### src/sv/khr_pkg.sv
// shared constants, types and lookup functions for the hid keyboard report unit
package khr_pkg;

  localparam int unsigned MaxHeldKeysDefault = 6;
  localparam int unsigned KeySlots           = 6;
  localparam int unsigned RomSize            = 195;

  localparam int unsigned TypeW  = 5;
  localparam int unsigned CodeW  = 16;
  localparam int unsigned ValueW = 32;
  localparam int unsigned ByteW  = 8;

  localparam int unsigned InDataW  = 56;
  localparam int unsigned OutDataW = 56;

  localparam logic [TypeW-1:0]  EvSync     = 5'd0;
  localparam logic [TypeW-1:0]  EvKey      = 5'd1;
  localparam logic [CodeW-1:0]  SynReport  = 16'd0;
  localparam logic [ValueW-1:0] ValRelease = 32'd0;
  localparam logic [ValueW-1:0] ValPress   = 32'd1;

  localparam logic [ByteW-1:0] UsageRom [RomSize] = '{
    8'h00, 8'h29, 8'h1e, 8'h1f, 8'h20, 8'h21, 8'h22, 8'h23, 8'h24, 8'h25,
    8'h26, 8'h27, 8'h2d, 8'h2e, 8'h2a, 8'h2b, 8'h14, 8'h1a, 8'h08, 8'h15,
    8'h17, 8'h1c, 8'h18, 8'h0c, 8'h12, 8'h13, 8'h2f, 8'h30, 8'h28, 8'h00,
    8'h04, 8'h16, 8'h07, 8'h09, 8'h0a, 8'h0b, 8'h0d, 8'h0e, 8'h0f, 8'h33,
    8'h34, 8'h35, 8'h00, 8'h32, 8'h1d, 8'h1b, 8'h06, 8'h19, 8'h05, 8'h11,
    8'h10, 8'h36, 8'h37, 8'h38, 8'h00, 8'h55, 8'h00, 8'h2c, 8'h39, 8'h3a,
    8'h3b, 8'h3c, 8'h3d, 8'h3e, 8'h3f, 8'h40, 8'h41, 8'h42, 8'h43, 8'h53,
    8'h47, 8'h5f, 8'h60, 8'h61, 8'h56, 8'h5c, 8'h5d, 8'h5e, 8'h57, 8'h59,
    8'h5a, 8'h5b, 8'h62, 8'h63, 8'h00, 8'h94, 8'h64, 8'h44, 8'h45, 8'h87,
    8'h92, 8'h93, 8'h8a, 8'h88, 8'h8b, 8'h8c, 8'h58, 8'h00, 8'h54, 8'h46,
    8'h00, 8'h00, 8'h4a, 8'h52, 8'h4b, 8'h50, 8'h4f, 8'h4d, 8'h51, 8'h4e,
    8'h49, 8'h4c, 8'h00, 8'h7f, 8'h81, 8'h80, 8'h66, 8'h67, 8'h00, 8'h48,
    8'h00, 8'h85, 8'h90, 8'h91, 8'h89, 8'h00, 8'h00, 8'h65, 8'h78, 8'h79,
    8'h76, 8'h7a, 8'h77, 8'h7c, 8'h74, 8'h7d, 8'h7e, 8'h7b, 8'h75, 8'h00,
    8'h00, 8'h00, 8'h00, 8'h00, 8'h00, 8'h00, 8'h00, 8'h00, 8'h00, 8'h00,
    8'h00, 8'h00, 8'h00, 8'h00, 8'h00, 8'h00, 8'h00, 8'h00, 8'h00, 8'h00,
    8'h00, 8'h00, 8'h00, 8'h00, 8'h00, 8'h00, 8'h00, 8'h00, 8'h00, 8'h00,
    8'h00, 8'h00, 8'h00, 8'h00, 8'h00, 8'h00, 8'h00, 8'h00, 8'h00, 8'h00,
    8'h00, 8'h00, 8'h00, 8'h68, 8'h69, 8'h6a, 8'h6b, 8'h6c, 8'h6d, 8'h6e,
    8'h6f, 8'h70, 8'h71, 8'h72, 8'h73
  };

  typedef struct packed {
    logic             press;
    logic             release_key;
    logic [ByteW-1:0] code;
    logic [ByteW-1:0] usage;
  } list_cmd_t;

  function automatic logic [ByteW-1:0] usage_lookup(input logic [ByteW-1:0] code);
    logic [ByteW-1:0] usage;
    usage = '0;
    if (int'(code) < RomSize) begin
      usage = UsageRom[code];
    end
    return usage;
  endfunction

  function automatic logic [ByteW-1:0] modifier_mask(input logic [CodeW-1:0] code);
    logic [ByteW-1:0] mask;
    case (code)
      16'd29:  mask = 8'h01;
      16'd42:  mask = 8'h02;
      16'd56:  mask = 8'h04;
      16'd125: mask = 8'h08;
      16'd97:  mask = 8'h10;
      16'd54:  mask = 8'h20;
      16'd100: mask = 8'h40;
      16'd126: mask = 8'h80;
      default: mask = 8'h00;
    endcase
    return mask;
  endfunction

endpackage

### src/sv/khr_key_list.sv
// ordered list of held normal keys with append on press and close-up on release
module khr_key_list #(
  parameter int unsigned MaxHeldKeys = khr_pkg::MaxHeldKeysDefault,
  parameter int unsigned CntW        = $clog2(MaxHeldKeys + 1)
) (
  input  logic                       clk_i,
  input  logic                       rst_ni,
  input  logic                       cmd_valid_i,
  input  khr_pkg::list_cmd_t         cmd_i,
  output logic [khr_pkg::ByteW-1:0]  slots_o [khr_pkg::KeySlots],
  output logic [CntW-1:0]            count_o
);

  logic [khr_pkg::ByteW-1:0] codes_q [MaxHeldKeys];
  logic [khr_pkg::ByteW-1:0] codes_d [MaxHeldKeys];
  logic [khr_pkg::ByteW-1:0] usage_q [MaxHeldKeys];
  logic [khr_pkg::ByteW-1:0] usage_d [MaxHeldKeys];
  logic [CntW-1:0]           count_q, count_d;
  logic [MaxHeldKeys-1:0]    match;
  logic [MaxHeldKeys-1:0]    shift;
  logic                      hit;

  always_comb begin
    for (int j = 0; j < MaxHeldKeys; j++) begin
      match[j] = (count_q > CntW'(j)) && (codes_q[j] == cmd_i.code);
    end
    hit = |match;
    shift[0] = match[0];
    for (int j = 1; j < MaxHeldKeys; j++) begin
      shift[j] = shift[j-1] | match[j];
    end
  end

  always_comb begin
    codes_d = codes_q;
    usage_d = usage_q;
    count_d = count_q;
    if (cmd_valid_i && cmd_i.press && !hit && (count_q < CntW'(MaxHeldKeys))) begin
      for (int j = 0; j < MaxHeldKeys; j++) begin
        if (count_q == CntW'(j)) begin
          codes_d[j] = cmd_i.code;
          usage_d[j] = cmd_i.usage;
        end
      end
      count_d = count_q + CntW'(1);
    end else if (cmd_valid_i && cmd_i.release_key && hit) begin
      for (int j = 0; j < MaxHeldKeys - 1; j++) begin
        if (shift[j]) begin
          codes_d[j] = codes_q[j+1];
          usage_d[j] = usage_q[j+1];
        end
      end
      count_d = count_q - CntW'(1);
    end
  end

  always_ff @(posedge clk_i or negedge rst_ni) begin
    if (!rst_ni) begin
      count_q <= '0;
    end else begin
      count_q <= count_d;
    end
  end

  always_ff @(posedge clk_i) begin
    codes_q <= codes_d;
    usage_q <= usage_d;
  end

  for (genvar k = 0; k < khr_pkg::KeySlots; k++) begin : g_slot
    if (k < MaxHeldKeys) begin : g_held
      assign slots_o[k] = (count_q > CntW'(k)) ? usage_q[k] : '0;
    end else begin : g_none
      assign slots_o[k] = '0;
    end
  end

  assign count_o = count_q;

endmodule

### src/sv/key_event_to_hid_keyboard_report_unit.sv
// top level: key event stream in, hid boot keyboard report stream out
// Takes one input event per beat and produces a 7-byte boot keyboard report
// (reserved byte left out) on each report sync that follows a key press or
// release. An event is registered on acceptance and decoded in the next cycle,
// where the modifier byte and the held-key list are updated and any report is
// loaded into the output register once that register is free, and a new event
// is taken every cycle while no decoded event waits. Only an event that
// produces a report waits, and only while the output register still holds an
// untaken report. Key repeats and unknown event types change nothing. Up to
// MAX_HELD_KEYS normal keys are held in press order; further presses, and
// presses of a key already held, are dropped.
module key_event_to_hid_keyboard_report_unit #(
  parameter int unsigned MAX_HELD_KEYS = khr_pkg::MaxHeldKeysDefault
) (
  input  logic                          clk_i,
  input  logic                          rst_ni,
  input  logic                          s_axis_tvalid,
  output logic                          s_axis_tready,
  // event_type [4:0], event_code [20:5], event_value [52:21], zero fill
  input  logic [khr_pkg::InDataW-1:0]   s_axis_tdata,
  output logic                          m_axis_tvalid,
  input  logic                          m_axis_tready,
  // modifier_bits [7:0], key_slot_0 [15:8] up to key_slot_5 [55:48]
  output logic [khr_pkg::OutDataW-1:0]  m_axis_tdata
);

  localparam int unsigned CntW = $clog2(MAX_HELD_KEYS + 1);

  logic                              in_valid_q;
  logic [khr_pkg::TypeW-1:0]         type_q;
  logic [khr_pkg::CodeW-1:0]         code_q;
  logic [khr_pkg::ValueW-1:0]        value_q;
  logic                              out_valid_q;
  logic [khr_pkg::OutDataW-1:0]      out_data_q;
  logic                              pending_q, pending_d;
  logic [khr_pkg::ByteW-1:0]         modifier_q, modifier_d;

  logic                              in_fire;
  logic                              is_report;
  logic                              is_key;
  logic                              is_press;
  logic                              emit;
  logic                              out_free;
  logic                              proc_fire;
  logic [khr_pkg::ByteW-1:0]         mask;
  logic                              in_table;
  logic                              list_en;
  khr_pkg::list_cmd_t                list_cmd;
  logic [khr_pkg::ByteW-1:0]         slots [khr_pkg::KeySlots];
  logic [CntW-1:0]                   held_count;
  logic [khr_pkg::OutDataW-1:0]      report;

  assign in_fire       = s_axis_tvalid && s_axis_tready;
  assign s_axis_tready = !in_valid_q || proc_fire;

  // input register
  always_ff @(posedge clk_i or negedge rst_ni) begin
    if (!rst_ni) begin
      in_valid_q <= 1'b0;
    end else if (s_axis_tready) begin
      in_valid_q <= s_axis_tvalid;
    end
  end

  always_ff @(posedge clk_i) begin
    if (in_fire) begin
      type_q  <= s_axis_tdata[4:0];
      code_q  <= s_axis_tdata[20:5];
      value_q <= s_axis_tdata[52:21];
    end
  end

  // decode
  assign is_report = (type_q == khr_pkg::EvSync) && (code_q == khr_pkg::SynReport) &&
                     (value_q == khr_pkg::ValRelease);
  assign is_press  = (value_q == khr_pkg::ValPress);
  assign is_key    = (type_q == khr_pkg::EvKey) &&
                     ((value_q == khr_pkg::ValRelease) || is_press);
  assign emit      = is_report && pending_q;
  assign out_free  = !out_valid_q || m_axis_tready;
  assign proc_fire = in_valid_q && (!emit || out_free);
  assign mask      = khr_pkg::modifier_mask(code_q);
  assign in_table  = (code_q < khr_pkg::CodeW'(khr_pkg::RomSize));

  always_comb begin
    pending_d  = pending_q;
    modifier_d = modifier_q;
    list_en    = 1'b0;
    if (proc_fire && is_key) begin
      pending_d = 1'b1;
      if (mask != '0) begin
        modifier_d = is_press ? (modifier_q | mask) : (modifier_q & ~mask);
      end else begin
        list_en = in_table;
      end
    end else if (proc_fire && emit) begin
      pending_d = 1'b0;
    end
  end

  assign list_cmd.press       = is_press;
  assign list_cmd.release_key = !is_press;
  assign list_cmd.code        = code_q[khr_pkg::ByteW-1:0];
  assign list_cmd.usage       = khr_pkg::usage_lookup(code_q[khr_pkg::ByteW-1:0]);

  khr_key_list #(
    .MaxHeldKeys (MAX_HELD_KEYS),
    .CntW        (CntW)
  ) u_key_list (
    .clk_i       (clk_i),
    .rst_ni      (rst_ni),
    .cmd_valid_i (list_en),
    .cmd_i       (list_cmd),
    .slots_o     (slots),
    .count_o     (held_count)
  );

  assign report = {slots[5], slots[4], slots[3], slots[2], slots[1], slots[0], modifier_q};

  always_ff @(posedge clk_i or negedge rst_ni) begin
    if (!rst_ni) begin
      pending_q   <= 1'b0;
      modifier_q  <= '0;
      out_valid_q <= 1'b0;
    end else begin
      pending_q  <= pending_d;
      modifier_q <= modifier_d;
      if (proc_fire && emit) begin
        out_valid_q <= 1'b1;
      end else if (m_axis_tready) begin
        out_valid_q <= 1'b0;
      end
    end
  end

  // result register
  always_ff @(posedge clk_i) begin
    if (proc_fire && emit) begin
      out_data_q <= report;
    end
  end

  assign m_axis_tvalid = out_valid_q;
  assign m_axis_tdata  = out_data_q;

`ifndef SYNTHESIS
  a_count_bound: assert property (@(posedge clk_i) disable iff (!rst_ni)
    held_count <= CntW'(MAX_HELD_KEYS))
    else $error("held key count beyond list depth");

  a_emit_clears: assert property (@(posedge clk_i) disable iff (!rst_ni)
    proc_fire && emit |=> !pending_q && out_valid_q)
    else $error("report beat did not clear pending flag");

  a_key_pends: assert property (@(posedge clk_i) disable iff (!rst_ni)
    proc_fire && is_key |=> pending_q)
    else $error("key event did not mark report pending");

  a_empty_ready: assert property (@(posedge clk_i) disable iff (!rst_ni)
    !in_valid_q |-> s_axis_tready)
    else $error("empty input register not ready");
`endif

endmodule
### config.mk
export PLATFORM = sky130hd
export DESIGN_NAME = key_event_to_hid_keyboard_report_unit
export DESIGN_NICKNAME = d
export VERILOG_FILES = /design/src/sv/khr_pkg.sv /design/src/sv/khr_key_list.sv /design/src/sv/key_event_to_hid_keyboard_report_unit.sv
export SDC_FILE = /design/constraint.sdc
export NUM_CORES = 1
export LEC_CHECK = 0
export CAP_MARGIN = 0
export CORE_ASPECT_RATIO = 0.8
export CORE_MARGIN = 2
export CORE_UTILIZATION = 47
export DETAILED_ROUTE_END_ITERATION = 12
export DONT_BUFFER_PORTS = 1
export SYNTH_ARGS = -nofsm -noshare
export SYNTH_HDL_FRONTEND = slang
export SYNTH_SLANG_ARGS = --single-unit
### constraint.sdc
create_clock -name clk_i -period 11.6 [get_ports clk_i]
set_input_delay 0 -clock clk_i [delete_from_list [all_inputs] [get_ports clk_i]]
set_output_delay 0 -clock clk_i [all_outputs]
set_load 0.05 [all_outputs]
# After elaboration in Yosys (flattened, before gate mapping)
# Memory sizes are Yosys's and may differ from the RTL's.
# Cells that the tools add are included.
[word_totals] ff_bits=219 latch_bits=0 mem_bits_rw=0 mem_bits_ro=2048 word_cells=160 memories=1
[op_classes] n_addsub=2 n_mul=0 n_div=0 magnitude_cmp=10 eq_ne=26 n_shift=0 mux=37 bitwise_logic=8 n_reduce_logical=49
[mem_list] memory="(no name shown)" depth=256 width=8 read_ports=1 rd_clocked_by_memory_dff=0 wr=0 line_no="khr_pkg.sv:56" source="usage = UsageRom[code];"
[op_table] operator="8-bit 2-to-1 mux" count=24
[op_table] operator="40-bit 2-to-1 mux" count=4
[op_table] operator="16-bit by 7-bit equality test with 1-bit output (second input constant)" count=4
[op_table] operator="8-bit case mux with 8 select lines" count=1
[op_table] operator="16-bit by 6-bit equality test with 1-bit output (second input constant)" count=3
[op_table] operator="8-bit equality test" count=6
[op_table] operator="32-bit by 1-bit equality test with 1-bit output (second input constant)" count=1
[op_table] operator="32-bit zero test" count=1
[op_table] operator="1-bit logical AND" count=19
[op_table] operator="16-bit by 5-bit equality test with 1-bit output (second input constant)" count=1
[op_table] operator="16-bit zero test" count=1
[op_table] operator="16-bit by 8-bit < comparator with 1-bit output (second input constant)" count=1
[op_table] operator="2-bit nonzero test" count=8
[op_table] operator="3-bit AND reduction" count=5
[op_table] operator="2-bit inequality test (second input constant)" count=5
[op_table] operator="9-bit >= comparator (second input constant)" count=1
[op_table] operator="8-bit inverter with 9-bit output" count=1
[op_table] operator="8-bit AND" count=1
[op_table] operator="8-bit < comparator (second input constant)" count=1
[op_table] operator="8-bit inverter" count=1
[op_table] operator="8-bit bitwise OR" count=1
[op_table] operator="8-bit nonzero test" count=1
[op_table] operator="3-bit by 2-bit equality test with 1-bit output (second input constant)" count=2
[op_table] operator="3-bit equality test (second input constant)" count=2
[op_table] operator="other kinds (17)" count=37

# Longest topological paths before layout
[depth] depth_word=14 mapped_depth=13 depth_no_buf=9

# Cells and area by module
# Synthesis repeated with hierarchy kept, for this count alone.
[hier_totals] hier_cells=888 area_unflattened_um2=11034.3
[modules_own_cells] module="key_event_to_hid_keyboard_report_unit" instances=1 cells_each=480 area_each_um2=5745.5 seq_area_each_um2=3548.4
[modules_own_cells] module="khr_key_list" instances=1 cells_each=408 area_each_um2=5288.8 seq_area_each_um2=2957.8

# Worst setup path before layout
# Ideal clock, no wire load.
[synth_timing] path_type="register to register" start="register code_q[1] (netlist name)" end="register out_data_q (netlist bit m_axis_tdata[0]), enable pin" setup_ns=0.470 arrival_time_ns=4.403 path_slack_ns=6.727 path_stages_with_launch=10 path_buffers=2 period_less_slack_ns=4.873 cell_sequence="edfxtp_1 -> buf_2 -> clkbuf_1 -> inv_1 -> ha_1 -> and3b_1 -> and4bb_2 -> and4b_1 -> nand3_1 -> nor2_1"
[synth_between] elab_chain_cells=8
[synth_lines] item="start, declared" line_no="key_event_to_hid_keyboard_report_unit.sv:31" source="logic [khr_pkg::CodeW-1:0] code_q;"
[synth_lines] item="start signal, assigned" line_no="key_event_to_hid_keyboard_report_unit.sv:68" source="code_q <= s_axis_tdata[20:5];"
[synth_lines] item="16-bit zero test (*)" line_no="key_event_to_hid_keyboard_report_unit.sv:74" source="assign is_report = (type_q == khr_pkg::EvSync) && (code_q == khr_pkg::SynReport) &&"
[synth_lines] item="1-bit logical AND (*) (2 in a row)" line_no="key_event_to_hid_keyboard_report_unit.sv:74"
[synth_lines] item="1-bit logical AND (*)" line_no="key_event_to_hid_keyboard_report_unit.sv:79" source="assign emit = is_report && pending_q;"
[synth_lines] item="1-bit zero test" line_no="key_event_to_hid_keyboard_report_unit.sv:81" source="assign proc_fire = in_valid_q && (!emit || out_free);"
[synth_lines] item="1-bit logical OR" line_no="key_event_to_hid_keyboard_report_unit.sv:81"
[synth_lines] item="1-bit logical AND" line_no="key_event_to_hid_keyboard_report_unit.sv:81"
[synth_lines] item="1-bit logical AND (*)" line_no="key_event_to_hid_keyboard_report_unit.sv:138" source="if (proc_fire && emit) begin"
[synth_lines] item="end signal, assigned" line_no="key_event_to_hid_keyboard_report_unit.sv:139" source="out_data_q <= report;"
[synth_lines] item="end, declared" line_no="key_event_to_hid_keyboard_report_unit.sv:34" source="logic [khr_pkg::OutDataW-1:0] out_data_q;"
# Mark *: on every way between the ends. The rest lies on a longest branch, timed or not.
# A chain may end at the register's enable or synchronous reset.

# Worst setup path in the final report
[layout_timing] start="register code_q[1] (netlist name)" end="register u_key_list.codes_q[6] (netlist name), enable pin"
[layout_between] elab_chain_cells=13
[layout_lines] item="branches (longest 10 deep; another with 16-bit by 7-bit equality test with 1-bit output)"
[layout_lines] item="1-bit logical AND (*) (2 in a row)" line_no="khr_key_list.sv:38" source="if (cmd_valid_i && cmd_i.press && !hit && (count_q < CntW'(MaxHeldKeys))) begin"
[layout_lines] item="2-bit AND reduction (no line) (*)"
[layout_lines] item="end signal, assigned" line_no="khr_key_list.sv:66" source="codes_q <= codes_d;"
[layout_lines] item="end, declared" line_no="khr_key_list.sv:14" source="logic [khr_pkg::ByteW-1:0] codes_q [MaxHeldKeys];"
# Every way passes the cells marked *.

==> results.cfg <==
[floorplanning]
num_io_pins = 118
initial_core_util_pct = 48.0
rows = 49
die_w_um = 174
dieArea_um2 = 24300
core_area_um2 = 22600
die_h_um = 140

[route]
drt-pass1-iter-count = 7
wl_mm = 27.0
wl_per_cell_um = 21.8
ant_nets = 0
drt_iter0_drc = 1001
viasPerCell = 5.90
num_vias = 7302
drc = 0

[sta]
period_share_pct = 38.1
period_minus_slack_ns = 4.42
rsz0062_at_grt = no
tns_ns = 0
tightest_slew_ns = 1.19
holdWs_ns = 0.0972
slew_violations = 0
finalHoldViolations = 0
fin_skew_ns = 0.0181
setup_viol = 0
max_freq_mhz = 226
slew_headroom_pct = 20.9

[worst_setup_path]
r2r_end = u_key_list.codes_q[6]
r2r_slack_ns = 7.18
reg2reg_depth = 9
critical_path_class = flip-flop to flip-flop
crit_arrival_ns = 4.55
worstSetupEndpointType = flip-flop
crit_slowest_cell = and3_1
cp_slowest_stage_delay_ns = 0.83
r2r_start = code_q[1]
crit_fanout = 22
required_ns = 11.74
path_cells = buf_4, inv_1, ha_1, nand3b_1, o31ai_1, a2111oi_4, and4_1, and3_1, and3_1
crit_top_cell = and3_1
endpoint = u_key_list.codes_q[6]
crit_start = code_q[1]
cp-start-kind = flip-flop

[synthesis]
synth_top_area_share_pct = 56.9
synth_area_leader_cell = edfxtp_1
ys.flop_type = edfxtp_1
synthTopCellsByArea = edfxtp_1, dfrtp_1, o21ai_0
ys_seq_area_share_pct = 60.1
synth_edf_count = 205
synthCells = 883
synth-seq-cells = 219
synth_area_per_cell_um2 = 12.3
async_reset_ff_share_pct = 6.39
syn_nets = 957
syn-cell-area_um2 = 10800
synth.distinct_cells = 82
synth-warning-count = 0

[clock_network]
cts_resized = 0
cts_buffer_depth = 3
root_buffer = clkbuf_16
clk_pin_slew_ns = 0.07
cts_setup_buffers = 0
cts-htree-levels = 1
tritoncts = yes
clock_sinks = 219
cts_buffers = 23
clock_latency_ns = 0.53

[global_routing]
grt_pass1_wl_mm = 41.6
grt_overflow = 0
antenna_found_initial = 0
grt_start_max_net_pins = 62
grtUsageTotal_pct = 22.2
grt_pass1_vias = 7182

[place]
dp_hpwl_mm = 18.0
portBuffers = 0
routabilityCongestion = 0.915
place_area_um2 = 11000

[finish]
most-common-layout-cells = edfxtp_1, o21ai_0, dlygate4sd3_1, inv_1, nand2_1
nNetsFinal = 990
mostFrequentLayoutCell = edfxtp_1
n_antenna_cell = 0
drive_above_1_share_pct = 9.33
synthToLayoutAreaGrowth_pct = 14.4
fin_area_um2 = 12400

[run_status]
outcome = finished, final reports clean

[job]
drv_cap = 0

[power]
seqPwrFrac_pct = 48.3
swShare_pct = 22.5
powerDensity_nw_per_um2 = 148
max-vdd-ir-drop_uv = 143
combPwrFrac_pct = 9.0
internal-power_mw = 1.42
clkPwrFrac_pct = 42.7
fin_total_pwr_mw = 1.83
switching_power_mw = 0.413
leakagePower_nw = 4.49

[min_path]
holdCritPathClass = input pin to flip-flop
==> worst min path at each step <==
stage / from / slack [ns] / endpoint / cells after the start
floorplan: rst_ni / -0.30 / asynchronous set/reset pin / 0
global placement: rst_ni / -0.30 / m_axis_tvalid / 0
detailed placement: rst_ni / -0.30 / m_axis_tvalid / 0
CTS: s_axis_tdata[32] / 0.08 / value_q[11] / 1
global route: s_axis_tdata[34] / 0.08 / value_q[13] / 1
finish: s_axis_tdata[15] / 0.1 / code_q[10] / 1
==> critical path, delay by kind of cell, from the launching register on <==
| family | cells | cell delay (ns) |
|---|---|---|
| AO/OA/AOI/OAI | 2 | 0.56 |
| adder cells (fa/ha/maj) | 1 | 0.49 |
| buffers and inverters | 2 | 0.62 |
| flip-flops | 1 | 0.69 |
| AND/OR/NAND/NOR | 4 | 1.66 |
==> synthesized netlist by cell type (6+ instances only) <==
| cell | count |
|---|---|
| a211oi_1 | 9 |
| a21o_1 | 31 |
| a21oi_1 | 34 |
| and2_1 | 38 |
| and3_1 | 6 |
| buf_2 | 19 |
| buf_4 | 7 |
| clkbuf_1 | 29 |
| dfrtp_1 | 14 |
| edfxtp_1 | 205 |
| ha_1 | 14 |
| inv_1 | 53 |
| mux2_2 | 9 |
| nand2_1 | 51 |
| nand2b_1 | 7 |
| nand3_1 | 11 |
| nand4_1 | 15 |
| nor2_1 | 30 |
| nor2b_1 | 25 |
| nor3_1 | 13 |
| nor4_1 | 18 |
| o211ai_1 | 11 |
| o21a_1 | 8 |
| o21ai_0 | 58 |
| o31ai_1 | 7 |
| xnor2_1 | 25 |
| xor2_1 | 25 |
==> logic make-up (layout without fill, tap and decap cells) <==
kind of cell | Yosys count | after routing | synth area share (%)
AOI/OAI and AO/OA | 219 | 219 | 14.1
xor gates and xnor gates | 50 | 50 | 4.05
adders and majority gates | 14 | 14 | 1.62
buffers and inverters | 118 | 167 | 4.91
DFF | 219 | 219 | 60.1
muxes | 19 | 19 | 2.44
and+or+nand+nor | 244 | 244 | 12.7
==> per-layer routing <==
metal / GRT usage (%) / wire (um) / vias to the layer above
li1: - / - / 3346
met1: 32.6 / 12300 / 3559
met2: 33.0 / 11700 / 362
met3: 5.63 / 2510 / 35
met4: 5.44 / 471 / 0
met5: 0 / 0 / -
==> layout make-up <==
| cell class | count | area [um2] |
|---|---|---|
| clock inverter | 9 | 166 |
| fill | 1933 | 10200 |
| timing repair buffer | 70 | 668 |
| multi-input combinational | 546 | 3790 |
| sequential | 219 | 6510 |
| clock buffer | 32 | 649 |
| inverter | 56 | 210 |
| tap | 306 | 383 |
==> flip-flops by register name, summed over array words and instances, names as in the netlist, named ones only <==
register            flops
m_axis_tdata           56
m_axis_tvalid           1
code_q                 16
u_key_list.usage_q     48
u_key_list.codes_q     48
type_q                  5
u_key_list.count_o      3
pending_q               1
in_valid_q              1
value_q                32
==> power groups by stage <==
| stage | registers, mW | clock network (mW) | logic, mW |
|---|---|---|---|
| floorplan | 0.895 | 0 | 0.110 |
| finish | 0.884 | 0.781 | 0.166 |
| CTS | 0.884 | 0.795 | 0.160 |
| global placement | 0.899 | 0 | 0.143 |
| detailed placement | 0.900 | 0 | 0.143 |
| global route | 0.885 | 0.827 | 0.177 |
==> per-stage QoR <==
stage | setup slack (ns) | instances | util [%]
finish | 7.18 | 1238 | 54.9
global route | 6.91 | 1238 | 54.9
CTS | 7.25 | 1238 | 54.9
detailed placement | 7.25 | 1140 | 48.7
global placement | 7.35 | 1140 | 48.7
floorplan | 6.73 | 883 | -
==> timing repair <==
action / in CTS / in global routing
endpoints found under the hold margin: 70 / 0
hold buffers: 57 / 0
endpoints found under the setup margin: 0 / 0
Power figures use the tool's default switching activity.
